`config.mk`:
```
export PLATFORM = sky130hd
export DESIGN_NAME = accel_motion_freefall_tap_detect_top
export DESIGN_NICKNAME = d
export VERILOG_FILES = /design/src/hw/rtl/amftd_pkg.sv /design/src/hw/rtl/accel_motion_freefall_tap_detect_top.sv /design/src/hw/rtl/amftd_div.sv
export SDC_FILE = /design/constraint.sdc
export NUM_CORES = 2
export LEC_CHECK = 0
export BUFFER_PORTS_ARGS = -buffer_cell sky130_fd_sc_hd__buf_2
export CAP_MARGIN = 20
export CORE_MARGIN = 1.5
export CORE_UTILIZATION = 48
export DETAILED_ROUTE_END_ITERATION = 8
export PLACE_DENSITY = 0.76
export SLEW_MARGIN = 5
export SYNTH_ARGS = -nofsm -noshare
export SYNTH_HDL_FRONTEND = slang
export SYNTH_HIERARCHICAL = 1
export SYNTH_SLANG_ARGS = --single-unit
```
`constraint.sdc`:
```
create_clock -name clk -period 19.42 [get_ports clk]
set_input_delay 2.913 -clock clk [delete_from_list [all_inputs] [get_ports clk]]
set_output_delay 2.913 -clock clk [all_outputs]
set_load 0.05 [all_outputs]
```
`src/hw/rtl/amftd_pkg.sv`:
```
// Shared types, constants and helpers for the motion, free-fall and tap detector.
// Used by amftd_div, accel_motion_freefall_tap_detect_top and the testbench; depends on nothing.
package amftd_pkg;

	// Sample width taken from each axis field, then sign-extended
	localparam int SAMPLE_BITS  = 16;
	localparam int AXIS_W       = 16;
	localparam int SAMPLE_SHIFT = AXIS_W - SAMPLE_BITS;

	// Divider geometry: one quotient bit per cycle
	localparam int DIV_W     = 32;
	localparam int DIV_STEPS = DIV_W;
	localparam int DIV_CNT_W = $clog2(DIV_STEPS);

	// Configuration register widths
	localparam int CFG_DATA_W  = 32;
	localparam int CFG_INDEX_W = 3;
	localparam int MOT_THR_W   = 18;
	localparam int FF_LIMIT_W  = 16;
	localparam int TAP_THR_W   = 17;
	localparam int TIME_W      = 32;

	// Reset values of the configuration registers
	localparam logic [FF_LIMIT_W-1:0] FF_LIMIT_RST    = FF_LIMIT_W'(500);
	localparam logic [TIME_W-1:0]     FF_MIN_TIME_RST = TIME_W'(50);
	localparam logic [TAP_THR_W-1:0]  TAP_THR_RST     = TAP_THR_W'(2000);
	localparam logic [TIME_W-1:0]     TAP_WMIN_RST    = TIME_W'(50);
	localparam logic [TIME_W-1:0]     TAP_WMAX_RST    = TIME_W'(500);

	// Stream payload widths
	localparam int IN_DATA_W  = 80;
	localparam int OUT_DATA_W = 8;

	// Configuration register indexes
	typedef enum logic [CFG_INDEX_W-1:0] {
		REG_MOTION_ENABLE  = 3'd0,
		REG_MOTION_THR     = 3'd1,
		REG_MOTION_MIN     = 3'd2,
		REG_FF_LIMIT       = 3'd3,
		REG_FF_MIN         = 3'd4,
		REG_TAP_THR        = 3'd5,
		REG_TAP_WIN_MIN    = 3'd6,
		REG_TAP_WIN_MAX    = 3'd7
	} cfg_reg_t;

	// Tap classification codes
	typedef enum logic [1:0] {
		TAP_NONE   = 2'd0,
		TAP_SINGLE = 2'd1,
		TAP_DOUBLE = 2'd2,
		TAP_AFTER  = 2'd3
	} tap_class_t;

	// Divider status toward the sequencer
	typedef struct packed {
		logic busy;
		logic done;
	} div_status_t;

	// Take the low SAMPLE_BITS bits of an axis field and sign-extend them
	function automatic logic signed [AXIS_W-1:0] sext_sample(input logic [AXIS_W-1:0] raw);
		logic signed [AXIS_W-1:0] sh;
		sh = signed'(raw << SAMPLE_SHIFT);
		return sh >>> SAMPLE_SHIFT;
	endfunction

endpackage

```
`src/hw/rtl/accel_motion_freefall_tap_detect_top.sv`:
```
// Accelerometer motion, free-fall and tap detector: sequencer, detectors, stream ports.
// Each accepted item is squared axis by axis on one multiplier, seeded at half the sum of squares,
// refined by two divisions on the shared divider (amftd_div) and registered at the output.
// A sum of squares of 0 or 1 skips both divisions. One item at a time: a new item is accepted only
// after the last result is registered, and a stall on the result side holds the next one off.
// arst_n clears control, detector state and configuration to reset values; no clearing pass.
module accel_motion_freefall_tap_detect_top import amftd_pkg::*; (
	input  logic                   clk,
	input  logic                   arst_n,
	// Input item: accel_x [15:0], accel_y [31:16], accel_z [47:32], sample_time [79:48]
	input  logic                   s_axis_tvalid,
	output logic                   s_axis_tready,
	input  logic [IN_DATA_W-1:0]   s_axis_tdata,
	// Result item: motion_event [0], freefall_event [1], tap_event [2], tap_class [4:3]
	output logic                   m_axis_tvalid,
	input  logic                   m_axis_tready,
	output logic [OUT_DATA_W-1:0]  m_axis_tdata,
	// Configuration write port
	input  logic                   cfg_we,
	input  logic [CFG_INDEX_W-1:0] cfg_index,
	input  logic [CFG_DATA_W-1:0]  cfg_data
);

	typedef enum logic [2:0] {
		ST_IDLE,
		ST_SQ,
		ST_ROOT,
		ST_DIV_A,
		ST_DIV_B,
		ST_DONE
	} state_t;

	state_t state_q;

	// Configuration registers
	logic                  mot_en_q;
	logic [MOT_THR_W-1:0]  mot_thr_q;
	logic [TIME_W-1:0]     mot_min_q;
	logic [FF_LIMIT_W-1:0] ff_limit_q;
	logic [TIME_W-1:0]     ff_min_q;
	logic [TAP_THR_W-1:0]  tap_thr_q;
	logic [TIME_W-1:0]     tap_wmin_q;
	logic [TIME_W-1:0]     tap_wmax_q;

	// Detector state
	logic signed [AXIS_W-1:0] prev_x_q, prev_y_q, prev_z_q;
	logic                     mot_active_q;
	logic [TIME_W-1:0]        mot_start_q;
	logic                     ff_active_q;
	logic [TIME_W-1:0]        ff_start_q;
	logic [TIME_W-1:0]        last_tap_q;
	logic [1:0]               tap_cnt_q;
	logic [TAP_THR_W-1:0]     prev_level_q;

	// Current item and working registers
	logic signed [AXIS_W-1:0] x_q, y_q, z_q;
	logic [TIME_W-1:0]        t_q;
	logic [1:0]               sq_cnt_q;
	logic [DIV_W-1:0]         sumsq_q;
	logic [DIV_W-1:0]         root_q;
	logic                     div_go_q;

	// Output register
	logic                  out_valid_q;
	logic [OUT_DATA_W-1:0] out_data_q;

	// Divider
	logic [DIV_W-1:0] div_quo;
	div_status_t      div_st;

	amftd_div u_div (
		.clk      (clk),
		.arst_n   (arst_n),
		.start    (div_go_q),
		.dividend (sumsq_q),
		.divisor  (root_q),
		.quotient (div_quo),
		.status   (div_st)
	);

	logic in_acc;
	logic out_free;
	assign in_acc   = s_axis_tvalid && s_axis_tready;
	assign out_free = !out_valid_q || m_axis_tready;

	// Square one axis per cycle on the shared multiplier
	logic signed [AXIS_W-1:0]   mul_op;
	logic signed [2*AXIS_W-1:0] mul_p;
	always_comb begin
		case (sq_cnt_q)
			2'd0:    mul_op = x_q;
			2'd1:    mul_op = y_q;
			default: mul_op = z_q;
		endcase
		mul_p = mul_op * mul_op;
	end

	// Newton step: average the estimate with the quotient
	logic [DIV_W:0] newton_sum;
	assign newton_sum = {1'b0, root_q} + {1'b0, div_quo};

	// Motion: summed absolute per-axis change from the previous enabled sample
	logic signed [AXIS_W:0] dx, dy, dz;
	logic [AXIS_W:0]        adx, ady, adz;
	logic [MOT_THR_W-1:0]   mot_total;
	logic                   mot_over;
	logic [TIME_W-1:0]      mot_start_eff;
	logic                   mot_ev;
	always_comb begin
		dx = {x_q[AXIS_W-1], x_q} - {prev_x_q[AXIS_W-1], prev_x_q};
		dy = {y_q[AXIS_W-1], y_q} - {prev_y_q[AXIS_W-1], prev_y_q};
		dz = {z_q[AXIS_W-1], z_q} - {prev_z_q[AXIS_W-1], prev_z_q};
		adx = dx[AXIS_W] ? unsigned'(-dx) : unsigned'(dx);
		ady = dy[AXIS_W] ? unsigned'(-dy) : unsigned'(dy);
		adz = dz[AXIS_W] ? unsigned'(-dz) : unsigned'(dz);
		mot_total = MOT_THR_W'(adx) + MOT_THR_W'(ady) + MOT_THR_W'(adz);
		mot_over  = mot_total > mot_thr_q;
		mot_start_eff = mot_active_q ? mot_start_q : t_q;
		mot_ev = mot_en_q && mot_over && ((t_q - mot_start_eff) >= mot_min_q);
	end

	// Free fall: magnitude below the limit
	logic ff_hit;
	logic ff_ev;
	always_comb begin
		ff_hit = root_q < DIV_W'(ff_limit_q);
		ff_ev  = ff_hit && ff_active_q && ((t_q - ff_start_q) >= ff_min_q);
	end

	// Tap: change in L1 magnitude and gap classification
	logic [AXIS_W:0]      ax, ay, az;
	logic [TAP_THR_W-1:0] level;
	logic [TAP_THR_W-1:0] level_delta;
	logic                 tap_hit;
	logic [TIME_W-1:0]    tap_gap;
	logic                 tap_in_win;
	logic [1:0]           tap_cnt_inc;
	logic [1:0]           tap_cnt_nx;
	tap_class_t           tap_cls;
	always_comb begin
		ax = x_q[AXIS_W-1] ? unsigned'(-{1'b1, x_q}) : {1'b0, x_q};
		ay = y_q[AXIS_W-1] ? unsigned'(-{1'b1, y_q}) : {1'b0, y_q};
		az = z_q[AXIS_W-1] ? unsigned'(-{1'b1, z_q}) : {1'b0, z_q};
		level = TAP_THR_W'(ax) + TAP_THR_W'(ay) + TAP_THR_W'(az);
		level_delta = (level >= prev_level_q) ? (level - prev_level_q)
		                                      : (prev_level_q - level);
		tap_hit     = level_delta > tap_thr_q;
		tap_gap     = t_q - last_tap_q;
		tap_in_win  = (tap_gap < tap_wmax_q) && (tap_gap > tap_wmin_q);
		tap_cnt_inc = tap_cnt_q + 2'd1;
		tap_cnt_nx  = tap_cnt_q;
		tap_cls     = TAP_NONE;
		if (tap_hit) begin
			if (tap_in_win) begin
				if (tap_cnt_inc[1] || tap_cnt_inc == 2'd0) begin
					tap_cnt_nx = 2'd0;
					tap_cls    = TAP_DOUBLE;
				end else begin
					tap_cnt_nx = tap_cnt_inc;
					tap_cls    = TAP_AFTER;
				end
			end else begin
				tap_cnt_nx = 2'd1;
				tap_cls    = TAP_SINGLE;
			end
		end
	end

	// Sequencer, detector state, configuration and output register
	always_ff @(posedge clk or negedge arst_n) begin
		if (!arst_n) begin
			state_q      <= ST_IDLE;
			sq_cnt_q     <= '0;
			div_go_q     <= 1'b0;
			out_valid_q  <= 1'b0;
			out_data_q   <= '0;
			mot_en_q     <= 1'b0;
			mot_thr_q    <= '0;
			mot_min_q    <= '0;
			ff_limit_q   <= FF_LIMIT_RST;
			ff_min_q     <= FF_MIN_TIME_RST;
			tap_thr_q    <= TAP_THR_RST;
			tap_wmin_q   <= TAP_WMIN_RST;
			tap_wmax_q   <= TAP_WMAX_RST;
			prev_x_q     <= '0;
			prev_y_q     <= '0;
			prev_z_q     <= '0;
			mot_active_q <= 1'b0;
			mot_start_q  <= '0;
			ff_active_q  <= 1'b0;
			ff_start_q   <= '0;
			last_tap_q   <= '0;
			tap_cnt_q    <= '0;
			prev_level_q <= '0;
		end else begin
			div_go_q <= 1'b0;
			if (m_axis_tready) begin
				out_valid_q <= 1'b0;
			end

			// Configuration writes; clearing motion_enable drops all detector state but the tap level
			if (cfg_we) begin
				case (cfg_index)
					REG_MOTION_ENABLE: begin
						mot_en_q <= cfg_data[0];
						if (!cfg_data[0]) begin
							prev_x_q     <= '0;
							prev_y_q     <= '0;
							prev_z_q     <= '0;
							mot_active_q <= 1'b0;
							mot_start_q  <= '0;
							ff_active_q  <= 1'b0;
							ff_start_q   <= '0;
							last_tap_q   <= '0;
							tap_cnt_q    <= '0;
						end
					end
					REG_MOTION_THR:  mot_thr_q  <= cfg_data[MOT_THR_W-1:0];
					REG_MOTION_MIN:  mot_min_q  <= cfg_data[TIME_W-1:0];
					REG_FF_LIMIT:    ff_limit_q <= cfg_data[FF_LIMIT_W-1:0];
					REG_FF_MIN:      ff_min_q   <= cfg_data[TIME_W-1:0];
					REG_TAP_THR:     tap_thr_q  <= cfg_data[TAP_THR_W-1:0];
					REG_TAP_WIN_MIN: tap_wmin_q <= cfg_data[TIME_W-1:0];
					REG_TAP_WIN_MAX: tap_wmax_q <= cfg_data[TIME_W-1:0];
					default: ;
				endcase
			end

			case (state_q)
				ST_IDLE: begin
					if (in_acc) begin
						sq_cnt_q <= '0;
						state_q  <= ST_SQ;
					end
				end
				// Accumulate the three squares
				ST_SQ: begin
					sq_cnt_q <= sq_cnt_q + 2'd1;
					if (sq_cnt_q == 2'd2) begin
						state_q <= ST_ROOT;
					end
				end
				// Zero and unit vectors are their own root; otherwise seed at half
				ST_ROOT: begin
					if (sumsq_q[DIV_W-1:1] == '0) begin
						state_q <= ST_DONE;
					end else begin
						div_go_q <= 1'b1;
						state_q  <= ST_DIV_A;
					end
				end
				ST_DIV_A: begin
					if (div_st.done) begin
						div_go_q <= 1'b1;
						state_q  <= ST_DIV_B;
					end
				end
				ST_DIV_B: begin
					if (div_st.done) begin
						state_q <= ST_DONE;
					end
				end
				// Publish the result and advance detector state
				ST_DONE: begin
					if (out_free) begin
						out_valid_q <= 1'b1;
						out_data_q  <= {3'b000, tap_cls, tap_hit, ff_ev, mot_ev};
						if (mot_en_q) begin
							prev_x_q <= x_q;
							prev_y_q <= y_q;
							prev_z_q <= z_q;
							if (mot_over) begin
								mot_active_q <= 1'b1;
								mot_start_q  <= mot_start_eff;
							end else begin
								mot_active_q <= 1'b0;
							end
						end
						if (ff_hit) begin
							if (!ff_active_q) begin
								ff_active_q <= 1'b1;
								ff_start_q  <= t_q;
							end
						end else begin
							ff_active_q <= 1'b0;
						end
						if (tap_hit) begin
							last_tap_q <= t_q;
						end
						tap_cnt_q    <= tap_cnt_nx;
						prev_level_q <= level;
						state_q      <= ST_IDLE;
					end
				end
				default: state_q <= ST_IDLE;
			endcase
		end
	end

	// Datapath registers: item capture, square sum and root estimate
	always_ff @(posedge clk) begin
		if (in_acc) begin
			x_q     <= sext_sample(s_axis_tdata[AXIS_W-1:0]);
			y_q     <= sext_sample(s_axis_tdata[2*AXIS_W-1:AXIS_W]);
			z_q     <= sext_sample(s_axis_tdata[3*AXIS_W-1:2*AXIS_W]);
			t_q     <= s_axis_tdata[3*AXIS_W+TIME_W-1:3*AXIS_W];
			sumsq_q <= '0;
		end else if (state_q == ST_SQ) begin
			sumsq_q <= sumsq_q + unsigned'(mul_p);
		end
		if (state_q == ST_ROOT) begin
			if (sumsq_q[DIV_W-1:1] == '0) begin
				root_q <= sumsq_q;
			end else begin
				root_q <= sumsq_q >> 1;
			end
		end else if ((state_q == ST_DIV_A || state_q == ST_DIV_B) && div_st.done) begin
			root_q <= newton_sum[DIV_W:1];
		end
	end

	assign s_axis_tready = (state_q == ST_IDLE);
	assign m_axis_tvalid = out_valid_q;
	assign m_axis_tdata  = out_data_q;

	// An accepted item always starts the squaring pass
	a_accept_to_sq: assert property (@(posedge clk) disable iff (!arst_n)
		in_acc |=> (state_q == ST_SQ))
		else $error("accepted item did not start squaring");

	// Divider completion only lands in a division state
	a_div_done_state: assert property (@(posedge clk) disable iff (!arst_n)
		div_st.done |-> (state_q == ST_DIV_A || state_q == ST_DIV_B))
		else $error("divider finished outside a division state");

	// Divider is never restarted while it runs
	a_div_no_restart: assert property (@(posedge clk) disable iff (!arst_n)
		div_go_q |-> !div_st.busy)
		else $error("divider restarted while busy");

	// Tap class is zero whenever no tap is reported
	a_tap_class_zero: assert property (@(posedge clk) disable iff (!arst_n)
		(out_valid_q && !out_data_q[2]) |-> (out_data_q[4:3] == TAP_NONE))
		else $error("tap class set without tap event");

	// Tap counter only ever holds zero or one
	a_tap_cnt_range: assert property (@(posedge clk) disable iff (!arst_n)
		!tap_cnt_q[1])
		else $error("tap counter out of range");

endmodule

```
`src/hw/rtl/amftd_div.sv`:
```
// Iterative restoring divider, one quotient bit per cycle, for the root refinement.
// Depends on amftd_pkg for widths and the status struct.
module amftd_div import amftd_pkg::*; (
	input  logic             clk,
	input  logic             arst_n,
	input  logic             start,
	input  logic [DIV_W-1:0] dividend,
	input  logic [DIV_W-1:0] divisor,
	output logic [DIV_W-1:0] quotient,
	output div_status_t      status
);

	logic                 busy_q;
	logic                 done_q;
	logic [DIV_CNT_W-1:0] cnt_q;
	logic [DIV_W-1:0]     rem_q;
	logic [DIV_W-1:0]     quo_q;
	logic [DIV_W-1:0]     den_q;

	logic [DIV_W:0] rem_sh;
	logic [DIV_W:0] rem_nx;
	logic           fits;

	// Shift in the next dividend bit and try a subtract
	always_comb begin
		rem_sh = {rem_q, quo_q[DIV_W-1]};
		fits   = rem_sh >= {1'b0, den_q};
		rem_nx = fits ? (rem_sh - {1'b0, den_q}) : rem_sh;
	end

	// Control: run DIV_STEPS steps after start, pulse done at the end
	always_ff @(posedge clk or negedge arst_n) begin
		if (!arst_n) begin
			busy_q <= 1'b0;
			done_q <= 1'b0;
			cnt_q  <= '0;
		end else begin
			done_q <= 1'b0;
			if (start) begin
				busy_q <= 1'b1;
				cnt_q  <= '0;
			end else if (busy_q) begin
				cnt_q <= cnt_q + 1'b1;
				if (cnt_q == DIV_CNT_W'(DIV_STEPS - 1)) begin
					busy_q <= 1'b0;
					done_q <= 1'b1;
				end
			end
		end
	end

	// Datapath: remainder and quotient shift registers
	always_ff @(posedge clk) begin
		if (start) begin
			rem_q <= '0;
			quo_q <= dividend;
			den_q <= divisor;
		end else if (busy_q) begin
			rem_q <= rem_nx[DIV_W-1:0];
			quo_q <= {quo_q[DIV_W-2:0], fits};
		end
	end

	assign quotient    = quo_q;
	assign status.busy = busy_q;
	assign status.done = done_q;

endmodule

```
==> summary.txt <==
GRT
  • Initial antenna violation count: 4
  • Vias in the first global route: ~42000
  • First-pass GRT wire length: approximately 220000 µm
  • Pin count of the biggest net entering global routing: 108
  • Global route overflow: 0
  • GRT Total Usage: ~25%

Placement
  • Port-buffer cells: 126
  • Global placement routability congestion: 0.9467
  • Post-DP Area: about 55000 µm²
  • Post-DP HPWL: 107200 µm

Critical path
  • Critical Path RT: 19.92 ns
  • Reg-to-reg setup timing slack: 9.86 ns
  • CP Max Fanout: 17
  • Path depth of the worst reg2reg path: 27
  • CP max stage delay: 0.96 ns
  • Setup CP Type: reg -> reg
  • Critical Path AT: 10.06 ns
  • Critical-path top delay cell: a21oi_1
  • Crit path max-delay family: adder cells
  • R2R Path End: sumsq_q[25]
  • CP bufs+invs: 7
  • CP Launch Type: register
  • Crit path top cell by count: fa_1
  • Worst R2R Start: sq_cnt_q[0]
  • CP Capture Type: register

Clocking
  • TritonCTS Sinks: 604
  • Clock Tree Root: clkbuf_16
  • Clock transition at path regs: 0.06 ns
  • Clk_lat worst skew: 0.66 ns
  • Inserted Clock Buffers: 72
  • Post-CTS resize count: 0
  • H-tree depth: 3
  • # hold bufs at CTS: 0
  • CTS tree: built
  • Setup Buffers After CTS: 0
  • Clock buffer depth: 3

Cells and area
  • Finished Core Util: 52.63%
  • Most frequent cells in the layout: 828 x inv_1, 629 x nand2_1, 561 x ha_1
  • Post-layout nets: 6872
  • Filler instances: 9803
  • Area growth, synth to finish: 8.540%
  • Most common cell after layout, fill and taps aside: inv_1
  • Layout cell share with drive strength beyond 1: 8.207%
  • ANT cells: 0
  • Layout Cell Area excl Fill: 57450 µm²

Floorplan
  • Cell Rows: about 120
  • Die X: ~340 µm
  • Core area: between 100000 and 150000 µm²
  • Boundary pin count: 130
  • Initial cell density of the core: 48.49%
  • Die area: around 110000 µm²
  • Die Ht: roughly 340 µm

Yosys
  • Gate Count Post-Synth: 5817
  • Syn Area/Cell: 9.100 µm²
  • Synthesis Warnings: 6
  • Synthesized area: 52930 µm²

Detailed routing
  • Via count: 41900
  • Routed wire per std cell: around 19 µm
  • Total wire length: roughly 140000 µm
  • Met3 Wirelength: 8126 µm
  • Residual DRC count: 0
  • Length of routed met2 wiring: between 60000 and 70000 µm
  • Post-route ant nets: 0
  • Met1 wire length: 59920 µm
  • Top sig layer: met4
  • DR vias/cell: 5.655
  • Drt first-iter violations: 3056
  • Pre-Repair DR Iteration Count: 6

Hold path
  • Hold Crit Depth: 2
  • HP Start: u_div/rem_q[18]
  • Min-Delay Path Class: reg -> reg
  • Hold Crit Endpoint: u_div/rem_q[19]

Outcome
  • Status: completed

STA
  • Final Cycle Share: between 40% and 50%
  • Worst-margin pin slew: 1.226 ns
  • RSZ-0062 raised after global routing: false
  • Fmax: 104.6 MHz
  • Final setup viols: 0
  • Final Max Slew Viols: 0
  • Fin Setup TNS: 0 ns
  • Final Critical Period: approximately 9.6 ns
  • Slew HR: between 15 and 20%
  • Final hold vios: 0
  • Worst Skew: 0.04023 ns

Run
  • MaxCap Viol Count: 0
==> worst max-delay path by stage <==
stage | start | to | slack (ns) | cells after the start
floorplan | sq_cnt_q[0] | sumsq_q[21] | 11.94 | 30
finish | sq_cnt_q[0] | sumsq_q[25] | 9.86 | 27
global route | sq_cnt_q[1] | sumsq_q[25] | 9.49 | 27
detailed placement | sq_cnt_q[0] | sumsq_q[25] | 9.98 | 26
CTS | sq_cnt_q[0] | sumsq_q[25] | 9.92 | 26
global placement | sq_cnt_q[0] | sumsq_q[25] | 10.19 | 26
==> worst min-delay path: stages, from the launching register on <==
cell and delay [ns]:
dfxtp_1 0.33, nand2_1 0.06, a311oi_1 0.08
==> area by class of cell <==
| type | count | area (µm²) | share of cell area, % |
|---|---|---|---|
| Clock buffer | 100 | 2062 | 3.589 |
| Clock inverter | 31 | 337.8 | 0.5880 |
| Tap cell | 1476 | 1847 | 3.214 |
| Sequential cell | 604 | 15710 | 27.35 |
| Inverter | 836 | 3141 | 5.466 |
| Timing Repair Buffer | 159 | 895.9 | 1.559 |
| Multi-Input combinational cell | 4204 | 33460 | 58.24 |
==> metrics by stage <==
step,hold WS (ns),setup slack (ns),std cells
2_1_floorplan,0.4477,11.94,5819
3_3_place_gp,0.4680,10.19,7275
3_5_place_dp,0.4729,9.985,7277
4_1_cts,0.4863,9.920,7408
5_1_grt,0.4943,9.493,7410
6_report,0.4881,9.860,7410
==> metal layers <==
layer	track usage (%)	vias up
met3	3.338	279
met2	41.08	1290
met4	9.522	0
met5	0	-
met1	32.55	20322
li1	-	20009
==> sequential cells by signal (all words and copies together), names as in the netlist, 18 cells and up <==
| name | flops |
|---|---|
| ff_min_q | 32 |
| ff_start_q | 32 |
| last_tap_q | 32 |
| mot_min_q | 32 |
| mot_start_q | 32 |
| root_q | 32 |
| sumsq_q | 32 |
| t_q | 32 |
| tap_wmax_q | 32 |
| tap_wmin_q | 32 |
| u_div/den_q | 32 |
| u_div/quotient | 32 |
| u_div/rem_q | 32 |
| mot_thr_q | 18 |
Power is left out: the tool's default activity adds up to more than one toggle a clock period on the data nets, which glitch-free logic cannot reach.
